<file path="src/rtl/demand_paging_frame_allocator_unit_macros.svh">
// Assertion macros shared by the paging unit's RTL.
`ifndef DEMAND_PAGING_FRAME_ALLOCATOR_UNIT_MACROS_SVH
`define DEMAND_PAGING_FRAME_ALLOCATOR_UNIT_MACROS_SVH

// Same-cycle implication, checked outside reset
`define DPFA_ASSERT_IMPL(name, ante, cons, msg) \
  name: assert property (@(posedge clk_i) disable iff (!rst_ni) (ante) |-> (cons)) \
    else $error(msg);

// Next-cycle implication, checked outside reset
`define DPFA_ASSERT_NEXT(name, ante, cons, msg) \
  name: assert property (@(posedge clk_i) disable iff (!rst_ni) (ante) |=> (cons)) \
    else $error(msg);

`endif

</file>
<file path="src/rtl/dpfa_pkg.sv">
// Types, constants and helpers of the demand paging frame allocator.
package dpfa_pkg;

  localparam int unsigned PAGE_BYTES = 32;
  localparam int unsigned PHYS_BYTES = 8192;
  localparam int unsigned VIRT_BYTES = 512;
  localparam int unsigned PROCESSES  = 8;

  localparam int unsigned NFRAMES    = PHYS_BYTES / PAGE_BYTES;
  localparam int unsigned VPAGES     = VIRT_BYTES / PAGE_BYTES;
  localparam int unsigned PAGE_SHIFT = $clog2(PAGE_BYTES);
  localparam int unsigned FRAME_W    = $clog2(NFRAMES);
  localparam int unsigned VP_W       = $clog2(VPAGES);
  localparam int unsigned SLOT_W     = $clog2(PROCESSES);
  localparam int unsigned PTE_DEPTH  = PROCESSES * VPAGES;
  localparam int unsigned PTE_AW     = $clog2(PTE_DEPTH);
  localparam int unsigned RSV_W      = $clog2(NFRAMES) + 1;

  // Frame occupancy map: words of OCC_W bits
  localparam int unsigned OCC_W      = 16;
  localparam int unsigned OCC_WORDS  = NFRAMES / OCC_W;
  localparam int unsigned OCC_AW     = $clog2(OCC_WORDS);
  localparam int unsigned OCC_BW     = $clog2(OCC_W);

  typedef enum logic [1:0] {
    OP_CREATE = 2'd0,
    OP_ACCESS = 2'd1,
    OP_EXIT   = 2'd2,
    OP_NONE   = 2'd3
  } op_e;

  typedef enum logic [2:0] {
    ST_OK          = 3'd0,
    ST_BOUNDS      = 3'd1,
    ST_NO_PAGES    = 3'd2,
    ST_NO_SLOT     = 3'd3,
    ST_NOT_RUNNING = 3'd4
  } status_e;

  typedef struct packed {
    op_e         op;
    logic [2:0]  pid;
    logic [8:0]  addr;
    logic [9:0]  length;
  } in_item_t;

  typedef struct packed {
    status_e     status;
    logic [2:0]  slot;
    logic [3:0]  virtual_page;
    logic [7:0]  frame;
    logic        newly_mapped;
    logic        page_valid;
    logic        last;
  } out_item_t;

  typedef enum logic [3:0] {
    S_IDLE,
    S_DISPATCH,
    S_A_LOOK,
    S_A_HIT,
    S_A_ALLOC,
    S_X_LOOK,
    S_X_PTE,
    S_X_FREE,
    S_X_DONE
  } state_e;

  // Pages covered by a byte count, rounded up
  function automatic logic [9:0] pages_for(input logic [9:0] bytes);
    logic [10:0] sum;
    sum = {1'b0, bytes} + 11'(PAGE_BYTES - 1);
    pages_for = 10'(sum >> PAGE_SHIFT);
  endfunction

endpackage

</file>
<file path="src/rtl/demand_paging_frame_allocator_unit.sv">
// Demand paging unit: process slots, page tables and first-fit frame allocator.
//
// Usage: requests enter on in_valid_i/in_ready_o as in_item_t (create, access,
// exit); result items leave on out_valid_o/out_ready_i as out_item_t, one per
// create, exit or rejected access and one per page for an access, the final one with last set.
// One request is worked on at a time; in_ready_o is high only between requests.
// Steps, from the accepting edge to the edge that loads the result register:
// create and any rejected request are decided on decode; opcode three gives no result.
// An access has a decode step, then per page a look-up on the present bits,
// then a page table read for a mapped page or an occupancy word read-modify-write
// for a page that gets a new frame.
// An exit has a decode step, then walks all 16 page entries (a look-up for each page,
// plus an occupancy word read and write for a present page), then a final step.
// The next request can be accepted in the cycle after the final result is loaded.
// These steps are set by the single port of each RAM.
// Reset clears slots, reservation count, present bits and the occupancy
// summary at once; RAM contents are masked by valid bits, so no clearing pass.
// A stalled receiver holds the result register; an access walk waits on it
// and no item is lost, while a new request may be accepted
// while the last result waits.
`include "demand_paging_frame_allocator_unit_macros.svh"

module demand_paging_frame_allocator_unit
  import dpfa_pkg::*;
(
  input  logic      clk_i,
  input  logic      rst_ni,
  input  logic      in_valid_i,
  output logic      in_ready_o,
  input  in_item_t  in_item_i,
  output logic      out_valid_o,
  input  logic      out_ready_i,
  output out_item_t out_item_o
);

  state_e state_q, state_d;
  in_item_t req_q;
  logic [VP_W-1:0] v_q, v_d, final_q, final_d;
  logic [OCC_AW-1:0] word_q, word_d;
  logic [PROCESSES-1:0] running_q, running_d;
  logic [9:0] size_q [PROCESSES];
  logic [9:0] size_d [PROCESSES];
  logic [RSV_W-1:0] rsv_q, rsv_d;
  logic [PTE_DEPTH-1:0] present_q, present_d;
  logic [OCC_WORDS-1:0] occ_full_q, occ_full_d, occ_valid_q, occ_valid_d;
  logic out_valid_q;
  out_item_t out_q;

  // RAM ports
  logic pte_we, pte_re, occ_we, occ_re;
  logic [PTE_AW-1:0] pte_addr;
  logic [FRAME_W-1:0] pte_wdata, pte_rdata;
  logic [OCC_AW-1:0] occ_addr;
  logic [OCC_W-1:0] occ_wdata, occ_rdata;

  logic emit;
  out_item_t res;

  dpfa_ram #(.WIDTH(FRAME_W), .DEPTH(PTE_DEPTH)) u_pte_ram (
    .clk_i   (clk_i),
    .we_i    (pte_we),
    .re_i    (pte_re),
    .addr_i  (pte_addr),
    .wdata_i (pte_wdata),
    .rdata_o (pte_rdata)
  );

  dpfa_ram #(.WIDTH(OCC_W), .DEPTH(OCC_WORDS)) u_occ_ram (
    .clk_i   (clk_i),
    .we_i    (occ_we),
    .re_i    (occ_re),
    .addr_i  (occ_addr),
    .wdata_i (occ_wdata),
    .rdata_o (occ_rdata)
  );

  // Shared decode
  logic out_free;
  logic [SLOT_W-1:0] pid;
  logic [PTE_AW-1:0] pte_idx;
  logic present_cur;
  logic [9:0] need_c, need_x;
  logic [10:0] rsv_sum, acc_end, acc_lastb;
  logic create_big, create_nopg;
  logic slot_found;
  logic [SLOT_W-1:0] slot_free;
  logic fw_found;
  logic [OCC_AW-1:0] fw_idx;
  logic [OCC_W-1:0] word_eff;
  logic [OCC_BW-1:0] bit_free;
  logic pid_ok, acc_oob, acc_zero, v_is_final, v_is_end;

  assign out_free   = !out_valid_q || out_ready_i;
  assign pid        = SLOT_W'(req_q.pid);
  assign pte_idx    = {pid, v_q};
  assign present_cur = present_q[pte_idx];
  assign need_c     = pages_for(req_q.length);
  assign need_x     = pages_for(size_q[pid]);
  assign rsv_sum    = 11'(rsv_q) + 11'(need_c);
  assign create_big = req_q.length > 10'(VIRT_BYTES);
  assign create_nopg = rsv_sum > 11'(NFRAMES);
  assign pid_ok     = ({1'b0, req_q.pid} < 4'(PROCESSES)) && running_q[pid];
  assign acc_end    = 11'(req_q.addr) + 11'(req_q.length);
  assign acc_lastb  = acc_end - 11'd1;
  assign acc_oob    = acc_end > 11'(size_q[pid]);
  assign acc_zero   = req_q.length == 10'd0;
  assign v_is_final = v_q == final_q;
  assign v_is_end   = v_q == VP_W'(VPAGES - 1);
  assign word_eff   = occ_valid_q[word_q] ? occ_rdata : '0;

  // Lowest free slot
  always_comb begin
    slot_found = 1'b0;
    slot_free  = '0;
    for (int i = PROCESSES - 1; i >= 0; i--) begin
      if (!running_q[i]) begin
        slot_found = 1'b1;
        slot_free  = SLOT_W'(i);
      end
    end
  end

  // Lowest occupancy word that still has a free frame
  always_comb begin
    fw_found = 1'b0;
    fw_idx   = '0;
    for (int i = OCC_WORDS - 1; i >= 0; i--) begin
      if (!occ_full_q[i]) begin
        fw_found = 1'b1;
        fw_idx   = OCC_AW'(i);
      end
    end
  end

  // Lowest free frame inside the fetched word
  always_comb begin
    bit_free = '0;
    for (int i = OCC_W - 1; i >= 0; i--) begin
      if (!word_eff[i]) begin
        bit_free = OCC_BW'(i);
      end
    end
  end

  // Next state
  always_comb begin
    state_d = state_q;
    unique case (state_q)
      S_IDLE: begin
        if (in_valid_i) state_d = S_DISPATCH;
      end
      S_DISPATCH: begin
        if (req_q.op == OP_NONE) begin
          state_d = S_IDLE;
        end else if (req_q.op == OP_CREATE || !pid_ok ||
                     (req_q.op == OP_ACCESS && (acc_oob || acc_zero))) begin
          if (out_free) state_d = S_IDLE;
        end else if (req_q.op == OP_ACCESS) begin
          state_d = S_A_LOOK;
        end else begin
          state_d = S_X_LOOK;
        end
      end
      S_A_LOOK: begin
        if (present_cur) begin
          state_d = S_A_HIT;
        end else if (fw_found) begin
          state_d = S_A_ALLOC;
        end else if (out_free) begin
          state_d = S_IDLE;
        end
      end
      S_A_HIT, S_A_ALLOC: begin
        if (out_free) state_d = v_is_final ? S_IDLE : S_A_LOOK;
      end
      S_X_LOOK: begin
        if (present_cur) begin
          state_d = S_X_PTE;
        end else if (v_is_end) begin
          state_d = S_X_DONE;
        end
      end
      S_X_PTE: state_d = S_X_FREE;
      S_X_FREE: state_d = v_is_end ? S_X_DONE : S_X_LOOK;
      S_X_DONE: begin
        if (out_free) state_d = S_IDLE;
      end
      default: state_d = S_IDLE;
    endcase
  end

  // Datapath, RAM control and results
  always_comb begin
    emit        = 1'b0;
    res         = '0;
    res.slot    = req_q.pid;
    res.last    = 1'b1;
    pte_we      = 1'b0;
    pte_re      = 1'b0;
    pte_addr    = pte_idx;
    pte_wdata   = {word_q, bit_free};
    occ_we      = 1'b0;
    occ_re      = 1'b0;
    occ_addr    = word_q;
    occ_wdata   = word_eff;
    v_d         = v_q;
    final_d     = final_q;
    word_d      = word_q;
    running_d   = running_q;
    size_d      = size_q;
    rsv_d       = rsv_q;
    present_d   = present_q;
    occ_full_d  = occ_full_q;
    occ_valid_d = occ_valid_q;
    unique case (state_q)
      S_DISPATCH: begin
        if (req_q.op == OP_CREATE) begin
          emit     = out_free;
          res.slot = '0;
          if (create_big) begin
            res.status = ST_BOUNDS;
          end else if (create_nopg) begin
            res.status = ST_NO_PAGES;
          end else if (!slot_found) begin
            res.status = ST_NO_SLOT;
          end else begin
            res.status = ST_OK;
            res.slot   = slot_free;
            if (out_free) begin
              running_d[slot_free] = 1'b1;
              size_d[slot_free]    = req_q.length;
              rsv_d                = RSV_W'(rsv_sum);
              for (int i = 0; i < VPAGES; i++) begin
                present_d[{slot_free, VP_W'(i)}] = 1'b0;
              end
            end
          end
        end else if (req_q.op != OP_NONE) begin
          if (!pid_ok) begin
            emit       = out_free;
            res.status = ST_NOT_RUNNING;
          end else if (req_q.op == OP_ACCESS) begin
            if (acc_oob) begin
              emit       = out_free;
              res.status = ST_BOUNDS;
            end else if (acc_zero) begin
              emit       = out_free;
              res.status = ST_OK;
            end else begin
              v_d     = VP_W'(req_q.addr >> PAGE_SHIFT);
              final_d = VP_W'(acc_lastb >> PAGE_SHIFT);
            end
          end else begin
            v_d = '0;
          end
        end
      end
      S_A_LOOK: begin
        if (present_cur) begin
          pte_re = 1'b1;
        end else if (fw_found) begin
          occ_re   = 1'b1;
          occ_addr = fw_idx;
          word_d   = fw_idx;
        end else begin
          // no free frame at all: report and stop the walk
          emit             = out_free;
          res.status       = ST_NO_PAGES;
          res.virtual_page = v_q;
        end
      end
      S_A_HIT: begin
        emit             = out_free;
        res.status       = ST_OK;
        res.virtual_page = v_q;
        res.frame        = pte_rdata;
        res.page_valid   = 1'b1;
        res.last         = v_is_final;
        if (out_free && !v_is_final) v_d = v_q + 1'b1;
      end
      S_A_ALLOC: begin
        emit             = out_free;
        res.status       = ST_OK;
        res.virtual_page = v_q;
        res.frame        = {word_q, bit_free};
        res.newly_mapped = 1'b1;
        res.page_valid   = 1'b1;
        res.last         = v_is_final;
        occ_wdata[bit_free] = 1'b1;
        if (out_free) begin
          occ_we              = 1'b1;
          pte_we              = 1'b1;
          occ_valid_d[word_q] = 1'b1;
          occ_full_d[word_q]  = &occ_wdata;
          present_d[pte_idx]  = 1'b1;
          if (!v_is_final) v_d = v_q + 1'b1;
        end
      end
      S_X_LOOK: begin
        if (present_cur) begin
          pte_re = 1'b1;
        end else if (!v_is_end) begin
          v_d = v_q + 1'b1;
        end
      end
      S_X_PTE: begin
        occ_re   = 1'b1;
        occ_addr = pte_rdata[FRAME_W-1 -: OCC_AW];
        word_d   = pte_rdata[FRAME_W-1 -: OCC_AW];
      end
      S_X_FREE: begin
        occ_wdata[pte_rdata[OCC_BW-1:0]] = 1'b0;
        occ_we              = 1'b1;
        occ_valid_d[word_q] = 1'b1;
        occ_full_d[word_q]  = 1'b0;
        present_d[pte_idx]  = 1'b0;
        if (!v_is_end) v_d = v_q + 1'b1;
      end
      S_X_DONE: begin
        emit       = out_free;
        res.status = ST_OK;
        if (out_free) begin
          running_d[pid] = 1'b0;
          size_d[pid]    = '0;
          rsv_d = (10'(rsv_q) >= need_x) ? RSV_W'(10'(rsv_q) - need_x) : '0;
        end
      end
      default: ;
    endcase
  end

  // Control registers
  always_ff @(posedge clk_i or negedge rst_ni) begin
    if (!rst_ni) begin
      state_q     <= S_IDLE;
      running_q   <= '0;
      size_q      <= '{default: '0};
      rsv_q       <= '0;
      present_q   <= '0;
      occ_full_q  <= '0;
      occ_valid_q <= '0;
      out_valid_q <= 1'b0;
    end else begin
      state_q     <= state_d;
      running_q   <= running_d;
      size_q      <= size_d;
      rsv_q       <= rsv_d;
      present_q   <= present_d;
      occ_full_q  <= occ_full_d;
      occ_valid_q <= occ_valid_d;
      if (emit) begin
        out_valid_q <= 1'b1;
      end else if (out_ready_i) begin
        out_valid_q <= 1'b0;
      end
    end
  end

  // Payload registers
  always_ff @(posedge clk_i) begin
    if (in_valid_i && in_ready_o) req_q <= in_item_i;
    if (emit) out_q <= res;
    v_q     <= v_d;
    final_q <= final_d;
    word_q  <= word_d;
  end

  assign in_ready_o  = state_q == S_IDLE;
  assign out_valid_o = out_valid_q;
  assign out_item_o  = out_q;

  `DPFA_ASSERT_IMPL(a_rsv_bound, 1'b1, rsv_q <= RSV_W'(NFRAMES), "reservation above frames")
  `DPFA_ASSERT_IMPL(a_alloc_word, state_q == S_A_ALLOC, !occ_full_q[word_q], "alloc from full word")
  `DPFA_ASSERT_NEXT(a_exit_done, state_q == S_X_FREE && v_is_end, state_q == S_X_DONE, "exit walk")
  `DPFA_ASSERT_IMPL(a_map_ok, out_valid_q && out_q.page_valid, out_q.status == ST_OK, "bad mapping")

endmodule

</file>
<file path="src/rtl/dpfa_ram.sv">
// Generic single-port RAM with registered read.
module dpfa_ram #(
  parameter int unsigned WIDTH = 8,
  parameter int unsigned DEPTH = 16
) (
  input  logic                     clk_i,
  input  logic                     we_i,
  input  logic                     re_i,
  input  logic [$clog2(DEPTH)-1:0] addr_i,
  input  logic [WIDTH-1:0]         wdata_i,
  output logic [WIDTH-1:0]         rdata_o
);

  logic [WIDTH-1:0] mem [DEPTH];
  logic [WIDTH-1:0] rdata_q;

  always_ff @(posedge clk_i) begin
    if (we_i) begin
      mem[addr_i] <= wdata_i;
    end
    if (re_i) begin
      rdata_q <= mem[addr_i];
    end
  end

  assign rdata_o = rdata_q;

endmodule

</file>
<file path="config.mk">
export PLATFORM = sky130hd
export DESIGN_NAME = demand_paging_frame_allocator_unit
export DESIGN_NICKNAME = d
export VERILOG_FILES = /design/src/rtl/dpfa_pkg.sv /design/src/rtl/demand_paging_frame_allocator_unit.sv /design/src/rtl/dpfa_ram.sv
export VERILOG_INCLUDE_DIRS = /design/src /design/src/rtl
export SDC_FILE = /design/constraint.sdc
export NUM_CORES = 2
export LEC_CHECK = 0
export ABC_AREA = 1
export BUFFER_PORTS_ARGS = -buffer_cell sky130_fd_sc_hd__buf_2
export CAP_MARGIN = 25
export CORE_ASPECT_RATIO = 1.75
export CORE_MARGIN = 3
export CORE_UTILIZATION = 60
export CTS_BUF_LIST = sky130_fd_sc_hd__clkbuf_8 sky130_fd_sc_hd__clkbuf_16
export DETAILED_ROUTE_END_ITERATION = 10
export HOLD_SLACK_MARGIN = 0.08
export PLACE_DENSITY = 0.74
export SLEW_MARGIN = 40
export SYNTH_ARGS = -nofsm -noshare
export SYNTH_HDL_FRONTEND = slang
export SYNTH_SLANG_ARGS = --single-unit
export TNS_END_PERCENT = 100
</file>
<file path="constraint.sdc">
create_clock -name clk_i -period 13.6 [get_ports clk_i]
set_clock_uncertainty 0.05 [all_clocks]
set_input_delay 0 -clock clk_i [delete_from_list [all_inputs] [get_ports clk_i]]
set_output_delay 0 -clock clk_i [all_outputs]
set_load 0.05 [all_outputs]
</file>
==> impl_results.md <==
- Area of the multi-input gates: 19800 um2
- Yosys warns: 0
- Share of total power in the clock network: 22.9%
- HP Class: input pin to flop
- All-layer global routing usage: 33.8%
- CTS Root Cell: clkbuf_16
- Area leader, netlist: edfxtp_1
- Post-synthesis net count: 6212
- Static Leak: 28.8 nW
- Most common flop cell mapped by yosys: edfxtp_1
- Clock Path Buffers: 3
- Reg area: 47400 um2
- Post-CTS Setup Inserts: 0
- Initial core utilization: 60.8%
- Worst slew pin tran: 0.937 ns
- CTS tree: built
- Row count: 164
- CTS Buf Count: 141
- Switching portion of total power: 41.3%
- EDFF count, synth: 1357
- Global-route layer with the greatest usage: met2
- Share of the synthesized area in the top cell type: 58.4%
- Post-Synthesis Cells: 6149
- Hold Startpoint: out_ready_i
- Total wire length: 205000 um
- Layout Nets: 6280
- Initial drt markers: 5855
- Met3 Use GR: 5.65%
- Met2 usage in global routing: 57.3%
- H-tree levels: 4
- Crit end category: flop
- Post-synthesis cell type count: 61
- Final worst slack: 7.65 ns
- FFs w/ async S/R, synth: 16.1%
- DRC Markers: 0
- Min Tclk post-route: 5.95 ns
- CP Max Fanout: 72
- Slew headroom: 37.5%
- Fin. Hold Viols: 0
- Core box area: 115000 um2
- Final Cycle Share: 43.7%
- CP required: 14.19 ns
- RR Endpoint: u_occ_ram.rdata_o[13]$_DFFE_PP_
- Vias: 50600
- RSZ-0062 raised after global routing: no
- Outcome: finished clean
- Gpl congestion: 0.962
- Setup violators final: 0
- Startpoint Class: flop
- Die height: 457 um
- First-pass GRT wire length: 307000 um
- Post-route ant nets: 0
- Port bufs: 50
- Area Overhead vs Synth: 11.6%
- Fillers: 8020
- Post_cts resized: 0
- Hold depth: 5
- Worst slack at placement: 7.95 ns
- Mapped Area: 69700 um2
- Grt total ovfl: 0
- Max Slew Vio Count: 0
- Clock input transition at the sequential cells of the worst setup and hold paths: 0.07 ns
- Synth cell count leaders: 1506 x nand2_1, 1357 x edfxtp_1, 494 x inv_1
- Initial antenna violation count: 3
- Global-route met1 utilization: 39.1%
- Worst r2r src: v_q[1]$_DFFE_PP_
- Logic gate share of total power: 38.7%
- Reg2reg path depth: 23
- Proportion of synthesized chip area in sequential cells: 67.9%
- Die X: 264 um
- Worst vdd ir: 206 uV
- Sw power: 7.17 mW
- Total clock sinks: 1623
- Vias in the first global route: 49900
- Top-count cell post-synth: nand2_1
- R2R setup slack: 7.65 ns
- Syn Area/Cell: 11.3 um2
- I/O pins: 51
- Die area: 121000 um2
- Worst Hold End: out_valid_o$_DFFE_PN0P_
- Fraction of layout cells with a size suffix above 1: 9.73%
- Endpoint arrival time on the critical path: 6.54 ns
- Synth Register Bits: 1623
- Drt first pass iters: 6
- Setup_tns: 0 ns
- HPWL Detailed: 126000 um
- Power density cells: 223 nW/um2
- Crit Path Category: flop to flop
- Worst skew pair latency: 0.78 ns
- Avg WL per Cell: 26.2 um
- Int Pwr: 10.2 mW
- Maximum clock frequency: 168 MHz
- Area contributors post-synth: edfxtp_1 58%, dfrtp_1 9.4%, nand2_1 8.1%, inv_1 2.7%, nor2_1 2.2%
- Max-cap violations: 0
- Flop pwr share: 38.4%
- Vias per cell: 6.46
- Largest net degree at the start of global routing: 99
how the worst max path moves through the flow:
stage	slack, ns	depth (start not counted)	endpoint	from
after floorplan	7.30	9	u_occ_ram.mem[0][11]$_DFFE_PP_	word_q[3]$_DFF_P_
after global placement	7.91	25	out_item_o[2]$_DFFE_PP_	pid[1]$_DFFE_PP_
after detailed placement	7.95	23	u_occ_ram.rdata_o[6]$_DFFE_PP_	v_q[1]$_DFFE_PP_
after CTS	7.89	23	u_occ_ram.rdata_o[13]$_DFFE_PP_	v_q[1]$_DFFE_PP_
after global routing	7.45	23	u_occ_ram.rdata_o[1]$_DFFE_PP_	v_q[1]$_DFFE_PP_
final	7.65	23	u_occ_ram.rdata_o[13]$_DFFE_PP_	v_q[1]$_DFFE_PP_
cells in the final DEF, fill, tap and decap left out, drive strengths merged, types with 11 or more instances in the layout:
| cell type | Yosys | routed |
|---|---|---|
| a21oi | 106 | 106 |
| a221oi | 146 | 146 |
| a22o | 98 | 98 |
| a22oi | 179 | 179 |
| a31oi | 36 | 36 |
| a32oi | 21 | 21 |
| buf | 138 | 214 |
| clkbuf | 205 | 147 |
| clkinv | 14 | 67 |
| dfrtp | 262 | 262 |
| dlygate4sd3 | 0 | 52 |
| edfxtp | 1357 | 1357 |
| ha | 32 | 32 |
| inv | 508 | 548 |
| nand2 | 1527 | 1527 |
| nand3 | 220 | 220 |
| nand4 | 148 | 148 |
| nor2 | 423 | 423 |
| nor3 | 146 | 146 |
| o2111ai | 74 | 74 |
| o211ai | 12 | 12 |
| o21a | 71 | 71 |
| o21ai | 257 | 257 |
| o22ai | 51 | 51 |
| o31ai | 14 | 14 |
| xnor2 | 11 | 11 |
| xor2 | 21 | 21 |
power by group through the flow:
stage          Clock, mW  Sequential (mW)  Combinational [mW]
2_1_floorplan          0             6.81                4.03
3_3_place_gp           0             6.74                6.34
3_5_place_dp           0             6.74                6.48
4_1_cts             3.99             6.65                6.53
5_1_grt             4.18             6.69                7.19
6_report            3.98             6.67                6.71
worst max-delay path, stage by stage, from the launching register on:
cell      delay (ns)
edfxtp_1        0.95
inv_2           0.63
nand2_1         0.21
nand2_1         0.08
nand2_1         0.07
nand2_1         0.07
nand2_1         0.05
nand2_1         0.10
o21ai_1         0.33
nand2_1         0.08
nand2_1         0.11
nand2_4         0.11
nand4_1         0.14
nand3_4         0.53
nand2_4         0.80
buf_4           0.73
nand2_1         0.10
nand2_1         0.10
nand2_1         0.08
nand2_1         0.13
nand2_1         0.05
nand2_1         0.09
clkinv_1        0.07
nand2_1         0.06
logic make-up (layout without fill, tap and decap cells):
group,Yosys count,in the layout,synth area share (%)
adder cells (fa/ha/maj),35,35,0.660
AND/OR/NAND/NOR,2486,2486,14.9
AO/OA/AOI/OAI,1108,1108,11.2
XOR/XNOR,32,32,0.402
flip-flops,1623,1623,67.9
other,0,2,0
buffers and inverters,865,1046,4.92
through the flow:
| stage | hold slack, ns | total power, mW | cell area (um2) | std cells | utilization [%] |
|---|---|---|---|---|---|
| 4_1_cts | 0.0918 | 17.2 | 77700 | 7822 | 67.7 |
| 6_report | 0.141 | 17.4 | 77800 | 7826 | 67.8 |
| 5_1_grt | 0.152 | 18.1 | 77800 | 7825 | 67.8 |
| 3_3_place_gp | -0.00942 | 13.1 | 72100 | 7504 | 62.8 |
| 2_1_floorplan | -0.346 | 10.8 | 69700 | 6149 | - |
| 3_5_place_dp | -0.00133 | 13.2 | 72600 | 7513 | 63.3 |
metal layers:
| metal | up-vias | wire length, um |
|---|---|---|
| met1 | 24600 | 68300 |
| met5 | - | 0 |
| li1 | 22100 | - |
| met2 | 3095 | 102000 |
| met4 | 0 | 16800 |
| met3 | 818 | 17900 |
sequential cells by signal, indices dropped and copies added, names as in the netlist:
name and count:
out_item_o 21, running_q 8, v_q 4, pid 3, u_pte_ram.mem 1024, u_occ_ram.rdata_o 16
out_valid_o 1, size_q 80, req_q 21, occ_valid_q 16, state_q 4, present_q 128
rsv_q 9, u_pte_ram.rdata_o 8, word_q 4, u_occ_ram.mem 256, final_q 4, occ_full_q 16
cell type report:
class	instances	share of cell area, %
Antenna cell	2	0.00643
Inverter	522	2.57
Timing Repair Buffer	268	2.81
Clock buffer	145	4.65
Sequential cell	1623	60.9
Clock inverter	111	1.15
Tap cell	1494	2.40
Multi-Input combinational cell	3661	25.5
what timing repair did:
action / in CTS / in global routing
setup endpoints to repair: 0 / 0
hold endpoints to repair: 249 / 0
hold buffers: 53 / 0
Power figures use the tool's default switching activity.
